## src/rtl/matrix_square_engine_core_assert.svh

```systemverilog
// Assertion macros for the matrix square engine.
// Expects clk and rst_n in the scope where the macros are used.
`ifndef MATRIX_SQUARE_ENGINE_CORE_ASSERT_SVH
`define MATRIX_SQUARE_ENGINE_CORE_ASSERT_SVH

`define MSQE_ASSERT_SAME(label, ante, cons, msg) \
  label: assert property (@(posedge clk) disable iff (!rst_n) (ante) |-> (cons)) \
    else $error(msg);

`define MSQE_ASSERT_NEXT(label, ante, cons, msg) \
  label: assert property (@(posedge clk) disable iff (!rst_n) (ante) |=> (cons)) \
    else $error(msg);

`endif

```

## src/rtl/msqe_pkg.sv

```systemverilog
// Shared types and constants for the matrix square engine.
// No dependencies.
`timescale 1ns / 1ps
`default_nettype none

package msqe_pkg;

  localparam int DIM_W     = 6;
  localparam int MAX_DIM   = 1 << DIM_W;
  localparam int SIZE_W    = DIM_W + 1;
  localparam int ADDR_W    = 2 * DIM_W;
  localparam int MEM_DEPTH = MAX_DIM * MAX_DIM;
  localparam int DATA_W    = 32;
  localparam int Q_DEPTH   = 4;
  localparam int Q_PTR_W   = $clog2(Q_DEPTH);
  localparam int Q_CNT_W   = Q_PTR_W + 1;

  typedef enum logic [1:0] {
    CMD_WRITE,
    CMD_READ,
    CMD_RANGE_ERR
  } cmd_kind_t;

  typedef struct packed {
    cmd_kind_t         kind;
    logic [DIM_W-1:0]  row;
    logic [DIM_W-1:0]  col;
    logic [DATA_W-1:0] value;
    logic [SIZE_W-1:0] size;
  } cmd_t;

  typedef struct packed {
    logic full;
    logic empty;
  } q_status_t;

  typedef enum logic [1:0] {
    BK_IDLE,
    BK_CALC,
    BK_DONE
  } back_state_t;

  typedef struct packed {
    logic busy;
    logic done;
  } back_status_t;

endpackage

`default_nettype wire

```

## src/rtl/msqe_fifo.sv

```systemverilog
// Short command queue between the front end and the back end.
// Depends on msqe_pkg.
`timescale 1ns / 1ps
`default_nettype none

module msqe_fifo import msqe_pkg::*; (
  input  wire logic clk,
  input  wire logic rst_n,
  input  wire logic push,
  input  cmd_t      push_cmd,
  input  wire logic pop,
  output cmd_t      head_cmd,
  output q_status_t status
);

  cmd_t               slot_r [Q_DEPTH];
  logic [Q_PTR_W-1:0] wr_ptr_r;
  logic [Q_PTR_W-1:0] rd_ptr_r;
  logic [Q_CNT_W-1:0] count_r;
  logic               do_push;
  logic               do_pop;

  assign status.full  = (count_r == Q_CNT_W'(Q_DEPTH));
  assign status.empty = (count_r == '0);
  assign do_push      = push && !status.full;
  assign do_pop       = pop && !status.empty;
  assign head_cmd     = slot_r[rd_ptr_r];

  always_ff @(posedge clk) begin
    if (do_push) begin
      slot_r[wr_ptr_r] <= push_cmd;
    end
  end

  always_ff @(posedge clk) begin
    if (!rst_n) begin
      wr_ptr_r <= '0;
      rd_ptr_r <= '0;
      count_r  <= '0;
    end else begin
      if (do_push) begin
        wr_ptr_r <= wr_ptr_r + 1'b1;
      end
      if (do_pop) begin
        rd_ptr_r <= rd_ptr_r + 1'b1;
      end
      case ({do_push, do_pop})
        2'b10:   count_r <= count_r + 1'b1;
        2'b01:   count_r <= count_r - 1'b1;
        default: count_r <= count_r;
      endcase
    end
  end

endmodule

`default_nettype wire

```

## config.mk

```make
export PLATFORM = sky130hd
export DESIGN_NAME = msqe_fifo
export DESIGN_NICKNAME = d
export VERILOG_FILES = /design/src/rtl/matrix_square_engine_core_assert.svh /design/src/rtl/msqe_pkg.sv /design/src/rtl/msqe_fifo.sv
export SDC_FILE = /design/constraint.sdc
export NUM_CORES = 1
export LEC_CHECK = 0
export BUFFER_PORTS_ARGS = -buffer_cell sky130_fd_sc_hd__buf_2
export CAP_MARGIN = 15
export CORE_ASPECT_RATIO = 2
export CORE_MARGIN = 4
export CORE_UTILIZATION = 45
export CTS_CLUSTER_SIZE = 20
export DETAILED_ROUTE_END_ITERATION = 16
export GPL_TIMING_DRIVEN = 0
export HOLD_SLACK_MARGIN = 0.15
export PLACE_DENSITY = 0.76
export SLEW_MARGIN = 20
export SYNTH_ARGS = -nofsm -noshare
export SYNTH_HDL_FRONTEND = slang
export SYNTH_SLANG_ARGS = --single-unit
```

## constraint.sdc

```tcl
create_clock -name clk -period 3.4 [get_ports clk]
set_input_delay 0.34 -clock clk [delete_from_list [all_inputs] [get_ports clk]]
set_output_delay 0.34 -clock clk [all_outputs]
set_load 0.05 [all_outputs]
```

Yosys cells after proc, flatten, opt, wreduce, memory -nomap -nowiden:

Memories as Yosys holds them, arrays and structs flattened. A register that Yosys moved wholly into a read port is not among the register bits.
Index checks and enable logic that the tools add are counted.

* add/subtract/negate cells: 4
* equality and inequality tests: 3
* muxes and demuxes: 5
* reductions and logical operators: 6

Operator list (count)
* 3-bit one-hot mux with 2 select lines: 1
* 2-bit by 1-bit adder with 2-bit output (second input constant): 2
* 2-bit 2-to-1 mux: 2
* 3-bit by 1-bit adder with 3-bit output (second input constant): 1
* 3-bit == test (second input constant): 1
* 3-bit zero test: 1
* 3-bit by 1-bit subtractor with 3-bit output (second input constant): 1
* 2-bit by 1-bit == test with 1-bit output (second input constant): 1
* 2-bit == test (second input constant): 1
* 1-bit logical AND: 2
* 1-bit zero test: 2
* 1-bit 2-to-1 mux: 2
* 2-bit nonzero test: 1

* register bits after elaboration: 7
* RAM bits: 212
* input port bits: 57
* output and inout port bits: 55
* memories kept: 1

Memory list
* slot_r: depth 4, bits a word 53, read ports 1, clocked after memory_dff 1, write ports 1, RTL line msqe_fifo.sv:16 `cmd_t slot_r [Q_DEPTH];`

Logic depth before layout (Yosys ltp):

* depth after elaboration: 5
* gate-level depth with buffers: 10
* gate-level depth less buffers: 9

Least setup slack after synthesis:

Ideal clock, no wire load.

* path type: reg2reg
* start point: register count_r[2]
* end point: register count_r[2]
* arrival: 2.498 ns
* setup slack: 0.832 ns
* cell stages (with the launch flop): 11
* buffers on the path: 1
* cells stage by stage: dfxtp_1 > nor3b_2 > nor2b_1 > buf_2 > inv_2 > ha_1 > inv_1 > fa_1 > xor2_1 > or3_1 > a21boi_1

RTL lines
* start, declared: RTL line msqe_fifo.sv:19 `logic [Q_CNT_W-1:0] count_r;`
* start signal, assigned: RTL line msqe_fifo.sv:48 `2'b10: count_r <= count_r + 1'b1;`
* start signal, assigned: RTL line msqe_fifo.sv:49 `2'b01: count_r <= count_r - 1'b1;`
* start signal, assigned: RTL line msqe_fifo.sv:50 `default: count_r <= count_r;`

==> flow_summary.toml <==
[synth]
ys_seq_area_share_pct = 79.89
post-synth-top-count-cell = "edfxtp_1"
syn_avg_cell_area_sq_um = 24.76
synth_ff_type = "edfxtp_1"
synth_cells = 331
synth_area_leaders = "edfxtp_1 78%, mux4_2 15%, dfxtp_1 2.2%"
synth_cell_types = 23
synthArstFlopShare_pct = 0
ys_top_cells_by_count = "212 x edfxtp_1, 53 x mux4_2, 9 x dfxtp_1"
yosysWarnings = 0
syn-num-nets = 394
synth.ff_latch_count = 221
yosys.area.top_type_share_pct = 77.69
synth_largest_area_cell = "edfxtp_1"
synth_edf_count = 212
syn_area_sq_um = 8194

[floorplanning]
start_util_pct = 45.85
fp.dieH_microns = 198.8
core-area_sq_um = 17870
ios = 112
dieArea_sq_um = 20560
die_x_microns = 103.4
core.rowCount = 69

[detailed_routing]
wl_per_cell_microns = 20.56
avgViaCountPerCell = 5.218
drt_iter0_markers = 144
drt-total-wl_mm = 15.36
drc_errors = 0
drt.antenna.violating_nets = 0
first_pass_iters = 4
vias = 3898

[timing]
fin_setup_tns_ps = 0
final_max_slew_viol_count = 0
fin_worst_skew_ps = 10.20
finalSetupViolations = 0
final_hold_viol_count = 0
tightestPinTransition_ps = 463.7
rsz0062_at_grt = "no"
min_period_over_period_pct = 72.70
fmax_mhz = 404.6
relSlewSlack_pct = 69.09
min_period_ps = 2472

[power_and_ir_drop]
p_leak_nw = 3.518
p_per_area_nw_per_um2 = 792.5
ir_drop_v = 0.0004891

[grt]
grt_pass1_vias = 4386
grt_pass1_wl_mm = 23.83
grt_use_total_pct = 15.43
grt_max_degree = 33
antenna_found_initial = 0
grt-ovfl-total = 0

[run_status]
outcome = "finished, final reports clean"

[final_layout]
post_route_cells_drive_above_1_share_pct = 39.89
fillers = 1327
final_cells = 747
nNetsFinal = 583
area_delta_synth_final_pct = 25.53
final_util_pct = 57.56
diodes = 0

[setup_path]
rrSetupSlack_ps = 1120
cpMaxStageDelayCell = "clkbuf_1"
r2r_end = "count_r[2]"
r2r_cells = 10
start_kind = "flip-flop"
r2r_start = "count_r[2]"
crit_type = "reg -> out"
slowest_delay_ps = 370
arrival_ps = 2130
crit_required_ps = 3060
worst-path-stages = 4
cp-endpoint = "head_cmd[47]"
path_cells = "clkbuf_1, buf_2, mux4_2, buf_2"
crit_buf_inv = 3
worstSetupEndpointType = "output pin"
cp_common_cell = "buf_2"
cp_max_fo = 10
cp_top_family = "buffers and inverters"

[run]
maxCapViolations = 0

[place]
hpwl_mm = 9.903
io_buffers = 110
gp_congestion = 0.7005
dp_cells = 658

[clock_network]
post_cts_resized = 0
cts_root_buf = "clkbuf_16"
worstSkewPairLatency_ps = 480
htreeDepth = 1
clk_path_buf_depth = 3
cts-buffers-inserted = 20
clk_pin_slew_ps = 60
cts_setup_buffers = 0
cts_tree = "yes"
cts_sinks = 221
hold_buffers = 53

[min_path]
hold_path_class = "in -> reg"
hp-start = "pop"
-- per-stage QoR --
stage,hold slack [ps],cell area (sq um),setup slack (ps),total power [mW]
3_5_place_dp,483.3,9101,1170,5.963
2_1_floorplan,438.9,8194,831.9,5.377
3_3_place_gp,467.4,9011,84.00,5.882
4_1_cts,189.0,10290,872.3,8.245
5_1_grt,222.0,10290,807.5,8.468
6_report,215.3,10290,928.3,8.151
-- final cells by class --
class | instances | area (sq um) | area share, %
Sequential cell | 221 | 6546 | 63.64
Multi-Input combinational cell | 90 | 1486 | 14.45
Timing Repair Buffer | 167 | 1161 | 11.29
Clock buffer | 29 | 565.5 | 5.498
Tap cell | 213 | 266.5 | 2.591
Buffer | 14 | 148.9 | 1.448
Clock inverter | 7 | 88.84 | 0.8636
Inverter | 6 | 22.52 | 0.2190
-- sequential cells by signal (all words and copies together), names as in the netlist, named ones only --
register and count:
wr_ptr_r 2, rd_ptr_r 2, slot_r 212, count_r 3
-- worst register-to-register path, cell delays in order (launching register included) --
cell,delay (ps)
dfxtp_1,380
nor3b_2,260
nor2b_1,80
buf_2,180
inv_2,50
ha_1,180
inv_1,60
fa_1,370
xor2_1,170
or3_1,310
a21boi_1,170
-- worst min-delay path by stage --
stage / endpoint / cells after the start
after floorplan: slot_r[0][0] / 0
after global placement: rd_ptr_r[1] / 2
after detailed placement: flip-flop / 2
after CTS: rd_ptr_r[0] / 3
after global routing: rd_ptr_r[0] / 3
final: rd_ptr_r[0] / 3
-- layout by cell type (no fill, tap or decap), drive strengths merged --
cell type / synthesis / layout
edfxtp: 212 / 212
buf: 12 / 126
mux4: 53 / 53
dlygate4sd3: 0 / 53
clkbuf: 2 / 31
dfxtp: 9 / 9
nand2: 7 / 7
inv: 6 / 7
and2: 6 / 6
o21ai: 5 / 5
ha: 5 / 5
clkinv: 0 / 4
nor2b: 2 / 2
mux2i: 2 / 2
or3: 2 / 2
a21boi: 2 / 2
bufinv: 0 / 2
nor3: 1 / 1
nor3b: 1 / 1
xnor2: 1 / 1
nand4bb: 1 / 1
xor2: 1 / 1
fa: 1 / 1
-- logic make-up after synthesis --
logic type,count (synthesis),share of synthesized area (%)
AOI/OAI and AO/OA,7,0.4885
xor gates and xnor gates,2,0.2138
adders and majority gates,6,1.008
buffers and inverters,20,2.092
DFF,221,79.89
muxes,55,14.81
and+or+nand+nor,20,1.496
-- where the power goes --
group	total [mW]	switching (mW)	internal (mW)
clock network	2.23	0.915	1.31
logic	2.57	1.69	0.873
registers	3.36	0.0777	3.28
-- layer usage --
metal / global-route usage [%] / up-vias / part of all wire, %
li1: - / 1768 / -
met1: 17.90 / 2005 / 36
met2: 28.10 / 95 / 57
met3: 2.352 / 30 / 4.2
met4: 5.716 / 0 / 2.8
met5: 0 / - / 0
(Power assumes the default switching activity.)
