==> src/rtl/matrix_square_engine_core_assert.svh <==
// Assertion macros for the matrix square engine.
// Expects clk and rst_n in the scope where the macros are used.
`ifndef MATRIX_SQUARE_ENGINE_CORE_ASSERT_SVH
`define MATRIX_SQUARE_ENGINE_CORE_ASSERT_SVH

`define MSQE_ASSERT_SAME(label, ante, cons, msg) \
  label: assert property (@(posedge clk) disable iff (!rst_n) (ante) |-> (cons)) \
    else $error(msg);

`define MSQE_ASSERT_NEXT(label, ante, cons, msg) \
  label: assert property (@(posedge clk) disable iff (!rst_n) (ante) |=> (cons)) \
    else $error(msg);

`endif

==> src/rtl/msqe_pkg.sv <==
// Shared types and constants for the matrix square engine.
// No dependencies.
`timescale 1ns / 1ps
`default_nettype none

package msqe_pkg;

  localparam int DIM_W     = 6;
  localparam int MAX_DIM   = 1 << DIM_W;
  localparam int SIZE_W    = DIM_W + 1;
  localparam int ADDR_W    = 2 * DIM_W;
  localparam int MEM_DEPTH = MAX_DIM * MAX_DIM;
  localparam int DATA_W    = 32;
  localparam int Q_DEPTH   = 4;
  localparam int Q_PTR_W   = $clog2(Q_DEPTH);
  localparam int Q_CNT_W   = Q_PTR_W + 1;

  typedef enum logic [1:0] {
    CMD_WRITE,
    CMD_READ,
    CMD_RANGE_ERR
  } cmd_kind_t;

  typedef struct packed {
    cmd_kind_t         kind;
    logic [DIM_W-1:0]  row;
    logic [DIM_W-1:0]  col;
    logic [DATA_W-1:0] value;
    logic [SIZE_W-1:0] size;
  } cmd_t;

  typedef struct packed {
    logic full;
    logic empty;
  } q_status_t;

  typedef enum logic [1:0] {
    BK_IDLE,
    BK_CALC,
    BK_DONE
  } back_state_t;

  typedef struct packed {
    logic busy;
    logic done;
  } back_status_t;

endpackage

`default_nettype wire

==> src/rtl/msqe_front.sv <==
// Front end: holds the size register, accepts items and classifies them.
// Depends on msqe_pkg.
`timescale 1ns / 1ps
`default_nettype none

module msqe_front import msqe_pkg::*; (
  input  wire logic              clk,
  input  wire logic              rst_n,
  input  wire logic              cfg_valid,
  output logic                   cfg_ready,
  input  wire logic [SIZE_W-1:0] cfg_active_size,
  input  wire logic              in_req_type,
  input  wire logic [DIM_W-1:0]  in_row_index,
  input  wire logic [DIM_W-1:0]  in_col_index,
  input  wire logic [DATA_W-1:0] in_element_value,
  output cmd_t                   cmd
);

  logic [SIZE_W-1:0] active_size_r;
  logic [SIZE_W-1:0] eff_size;
  logic              out_of_range;

  assign cfg_ready = 1'b1;

  always_ff @(posedge clk) begin
    if (!rst_n) begin
      active_size_r <= SIZE_W'(MAX_DIM);
    end else if (cfg_valid && cfg_ready) begin
      active_size_r <= cfg_active_size;
    end
  end

  always_comb begin
    eff_size     = (active_size_r > SIZE_W'(MAX_DIM)) ? SIZE_W'(MAX_DIM) : active_size_r;
    out_of_range = ({1'b0, in_row_index} >= eff_size) || ({1'b0, in_col_index} >= eff_size);
    cmd.row      = in_row_index;
    cmd.col      = in_col_index;
    cmd.value    = in_element_value;
    cmd.size     = eff_size;
    if (!in_req_type) begin
      cmd.kind = CMD_WRITE;
    end else if (out_of_range) begin
      cmd.kind = CMD_RANGE_ERR;
    end else begin
      cmd.kind = CMD_READ;
    end
  end

endmodule

`default_nettype wire

==> config.mk <==
export PLATFORM = sky130hd
export DESIGN_NAME = msqe_front
export DESIGN_NICKNAME = d
export VERILOG_FILES = /design/src/rtl/matrix_square_engine_core_assert.svh /design/src/rtl/msqe_pkg.sv /design/src/rtl/msqe_front.sv
export SDC_FILE = /design/constraint.sdc
export NUM_CORES = 1
export LEC_CHECK = 0
export BUFFER_PORTS_ARGS = -buffer_cell sky130_fd_sc_hd__buf_2
export CAP_MARGIN = 5
export CORE_UTILIZATION = 30
export CTS_CLUSTER_DIAMETER = 150
export DETAILED_ROUTE_END_ITERATION = 10
export PLACE_DENSITY = 0.76
export SETUP_SLACK_MARGIN = 0.1
export SYNTH_ARGS = -nofsm -noshare
export SYNTH_HDL_FRONTEND = slang
export SYNTH_SLANG_ARGS = --single-unit
==> constraint.sdc <==
create_clock -name clk -period 1.6 [get_ports clk]
set_clock_uncertainty 0.1 [all_clocks]
set_input_delay 0 -clock clk [delete_from_list [all_inputs] [get_ports clk]]
set_output_delay 0 -clock clk [all_outputs]
set_load 0.005 [all_outputs]
# Word-level counts from Yosys, hierarchy flattened
# Cells that the tools add are included.
[word_totals]
regBits = 7
inputBits = 55
output_inout_bits = 54
elab_cells = 8
[classes]
order_cmp = 3
muxes = 3
n_reduce_logical = 1
[ops]
columns = ["op", "count"]
rows = [
  ["$ge A6 B7 Y1", 2],
  ["$gt A7 B7 Y1 const B", 1],
  ["$mux W7", 1],
  ["$mux W2", 2],
  ["$logic_or A1 B1 Y1", 1],
]

# Longest topological paths before layout
[logic_depth]
word_depth = 6
mapped_depth = 7

# Least setup slack after synthesis
# Ideal clock, no wire load.
[synth_timing]
path_type = "flip-flop to output port"
startpoint = "register active_size_r[6]"
endpoint = "output port cmd[51] in the netlist's numbering"
arrival_ps = 1613
required_ps = 1500
setup_slack_ps = -113
stages_incl_launch_ff = 8
path_buffers = 1
path_cell_list = "dfxtp_1 -> clkbuf_2 -> nand2b_1 -> ha_1 -> a211oi_2 -> o211ai_1 -> a41oi_2 -> o221a_1"
[synth_lines]
columns = ["item", "line", "rtl"]
rows = [
  ["start: declaration", "msqe_front.sv:19", "logic [SIZE_W-1:0] active_size_r;"],
  ["start signal: assignment", "msqe_front.sv:27", "active_size_r <= SIZE_W'(MAX_DIM);"],
  ["start signal: assignment", "msqe_front.sv:29", "active_size_r <= cfg_active_size;"],
  ["end: declaration", "msqe_front.sv:16", "output cmd_t cmd"],
]

==> impl_summary.md <==
Floorplan
The area of the die is 0.00340 mm^2. Pin placement for this block handled 109 I/O pins. The initial utilization of the core area, before any placement, comes to 0.314. The height of the die is 58.3 um. The number of rows created at floorplan is 20. The placeable core region is 0.00303 mm^2. The die extent in x is 58.3 um.

Run
Max-cap violations in this run came to 0.

Clock tree
The clock transition at the register clock pins on the worst setup and hold paths after CTS is 50 ps. In this run the clock root is driven by a sky130_fd_sc_hd__clkbuf_4. The number of buffers inserted during clock tree synthesis is 3. TritonCTS built the clock tree. Clock tree synthesis found a total of 7 sinks. The clock insertion delay at the later pin of the skew report is 250 ps.

No sink is reached through more buffers than the 2 on the longest clock path. In this run the number of H-tree levels came out at 1.

Pwr
For this design the ratio of total power to cell area is 428 mW/mm^2. For this design the static power due to leakage is 0.000737 uW. Overall power consumption after layout is estimated at 616 uW. The worst ir drop on vdd is 0.000271 V.

Worst setup path
The critical path starts at active_size_r[6]. The peak fanout along the critical path is 8. The worst setup path is launched from a flip-flop.

Data on the critical path arrives at its endpoint at 1860 ps. The depth of the most critical reg-to-reg path is 4. For the worst setup path, the data required time is 1500 ps. The endpoint identified for the worst register-to-register timing path is active_size_r[6]. The category of the worst setup path capture point is an output pin. The critical path is of the flip-flop to output pin type. In this run the register-to-register setup slack is 570 ps. The worst reg2reg path startpoint is active_size_r[6].

Detailed routing
In the routed design, unresolved DRC markers number 0. The first detailed-routing pass ran for 3 iterations. In this run, the number of DRC markers left after iteration 0 of detailed routing was 5. Dividing the detail-routed wire length by the instance count gives 10.2 um. Dividing the detail-routed via count by the number of cells gives 4.19. The detailed router placed 850 vias in this run. In this run the remaining antenna-violating nets after routing total 0.

For this block, the routed nets add up to 2.08 mm of wire.

Final layout
The net count of the finished layout is 227. The repair_antennas step left the layout with diodes totalling 0. Of the cells placed in the final design, the portion with a size suffix greater than 1 is 0.428. The largest registers in the layout are active_size_r: 7 flops. Counting flops per register, the top entry is active_size_r. The count of fill cells added during filler insertion is 277. The final design area excluding fillers is 0.00144 mm^2. The signed area change from the synthesized netlist to the final layout is 51.1%. Once layout is complete, the utilization of the core stands at 0.475.

The top cell types in the final layout, fill and taps aside, are 43 x sky130_fd_sc_hd__buf_2, 40 x sky130_fd_sc_hd__dlygate4sd3_1, 9 x sky130_fd_sc_hd__inv_1, 8 x sky130_fd_sc_hd__ha_1. The most frequent standard cell in the layout excluding fill and tap cells is sky130_fd_sc_hd__buf_2. The flip-flop count of the largest register, all copies and words added is 7.

Timing
The part of the cycle the worst path needs is 1.23. The time the final worst path needs with I/O delays and setup is 1960 ps. The number of pins exceeding their max-slew limit in the final report is 0. The worst path setup slack after routing is -364 ps. Setup violations remaining at the end of the flow were counted as 2. The count of endpoints failing hold in the final timing report was 0. The final hold slack is 37.2 ps.

The fmax is 509 MHz. Setup repair after global routing could not meet its margin everywhere.

Logic synthesis
The fraction of synthesis flops using an asynchronous set or reset pin is 0. A synthesized cell averages 8.43 um^2. The count of yosys warnings during synthesis is 0. The biggest area contributor in the post-synthesis netlist is sky130_fd_sc_hd__buf_4. The flip-flop cell with the highest count after synthesis is sky130_fd_sc_hd__dfxtp_1. The number of enable flip-flop cells after synthesis is 0.

The net count of the mapped netlist is 180. The area share of the largest cell type after synthesis is 0.355. Synthesis inferred 7 register bits.

Of the synthesized area, sequential elements account for 0.147. The netlist area before placement is 952 um^2. Ranked by total cell area, the synthesized netlist is headed by sky130_fd_sc_hd__buf_4 35%, sky130_fd_sc_hd__ha_1 16%, sky130_fd_sc_hd__dfxtp_1 15%.

The distinct cell type count after synthesis is 22. Synthesis produced a netlist whose cell count is 113.

Min path
The cell depth of the worst min-delay path is 3. The class of the most critical hold timing path is primary input to flip-flop. For hold timing, the worst endpoint is active_size_r[6]. The startpoint identified for the worst hold timing path is cfg_valid.

Global route
After global routing the overflow that remains totals 0. For this run, the total global-route usage over all layers was measured as 0.120. Entering global routing, the biggest net connects 9 pins. The first global-routing pass estimated 3.04 mm of wire. The via count of the first global-routing pass was 793. The initial antenna violation count is 0.

Status
The run finished, with violations left. The checks that failed: setup timing.

Place
The half-perimeter wire length of the detailed placement result is 1.59 mm. Summing all placed instances gives a cell area of 982 um^2. The worst slack after detailed placement is -250 ps.

The weighted congestion at the end of routability-driven global placement is 0.723. The count of input and output buffers is 43.
-- worst max-delay path: stages, from the launching register on --
cell,delay (ps)
sky130_fd_sc_hd__dfxtp_4,370
sky130_fd_sc_hd__nand2b_4,160
sky130_fd_sc_hd__ha_4,220
sky130_fd_sc_hd__a211oi_2,190
sky130_fd_sc_hd__o211ai_1,140
sky130_fd_sc_hd__a41oi_2,210
sky130_fd_sc_hd__o221a_1,200
sky130_fd_sc_hd__buf_2,100
-- metrics by stage --
stage / instances / TNS (ps)
after global placement: 157 / -227
final: 203 / -656
after CTS: 203 / -626
after floorplan: 113 / 0
after detailed placement: 157 / -415
after global routing: 203 / -791
-- cell type report --
cell class | count | area, um^2 | area share
repair buffers | 90 | 668 | 0.464
multi-input cells | 49 | 512 | 0.356
flip-flops and latches | 7 | 144 | 0.100
well taps | 44 | 55.1 | 0.0383
inverters | 9 | 33.8 | 0.0235
clock buffers | 4 | 26.3 | 0.0183
-- Yosys cell counts (2+ instances only) --
| cell type | number |
|---|---|
| sky130_fd_sc_hd__mux2i_1 | 7 |
| sky130_fd_sc_hd__buf_4 | 45 |
| sky130_fd_sc_hd__a21oi_1 | 3 |
| sky130_fd_sc_hd__nand2_1 | 2 |
| sky130_fd_sc_hd__inv_1 | 9 |
| sky130_fd_sc_hd__nor2b_1 | 8 |
| sky130_fd_sc_hd__ha_1 | 12 |
| sky130_fd_sc_hd__dfxtp_1 | 7 |
| sky130_fd_sc_hd__nand2b_1 | 7 |
-- timing repair --
item | in CTS | in global routing
setup buffers | 2 | 0
endpoints found under the setup margin | 2 | 2
pin swaps | 2 | 0
hold buffers | 40 | 0
hold endpoints to repair | 39 | 0
gates resized for setup | 3 | 1
-- logic make-up after synthesis --
group	count (synthesis)	share of synthesized area
buffers and inverters	57	0.405
AND/OR/NAND/NOR	19	0.121
flip-flops	7	0.147
other	1	0.00394
adder cells (fa/ha/maj)	12	0.158
multiplexers	7	0.0736
AO/OA/AOI/OAI	10	0.0920
-- report_power, final --
| part | internal, uW | switching [uW] | total, uW |
|---|---|---|---|
| clock network | 95.4 | 69.2 | 165 |
| registers | 185 | 12.0 | 197 |
| logic | 163 | 91.8 | 255 |
| total | 443 | 173 | 616 |
-- layer usage --
metal	part of all wire	vias to the layer above	global-route usage
met2	0.53	68	0.218
met3	0.091	3	0.0330
met5	0	-	0
li1	-	413	-
met1	0.36	366	0.128
met4	0.012	0	0.0578
-- worst max path at each step --
| stage | endpoint | slack [ps] | depth (start not counted) |
|---|---|---|---|
| floorplan | cmd[51] | 30 | 7 |
| global placement | cmd[51] | -150 | 7 |
| detailed placement | cmd[51] | -250 | 7 |
| CTS | cmd[51] | -350 | 7 |
| global route | cmd[51] | -450 | 7 |
| finish | cmd[51] | -360 | 7 |
Power figures use the tool's default switching activity.
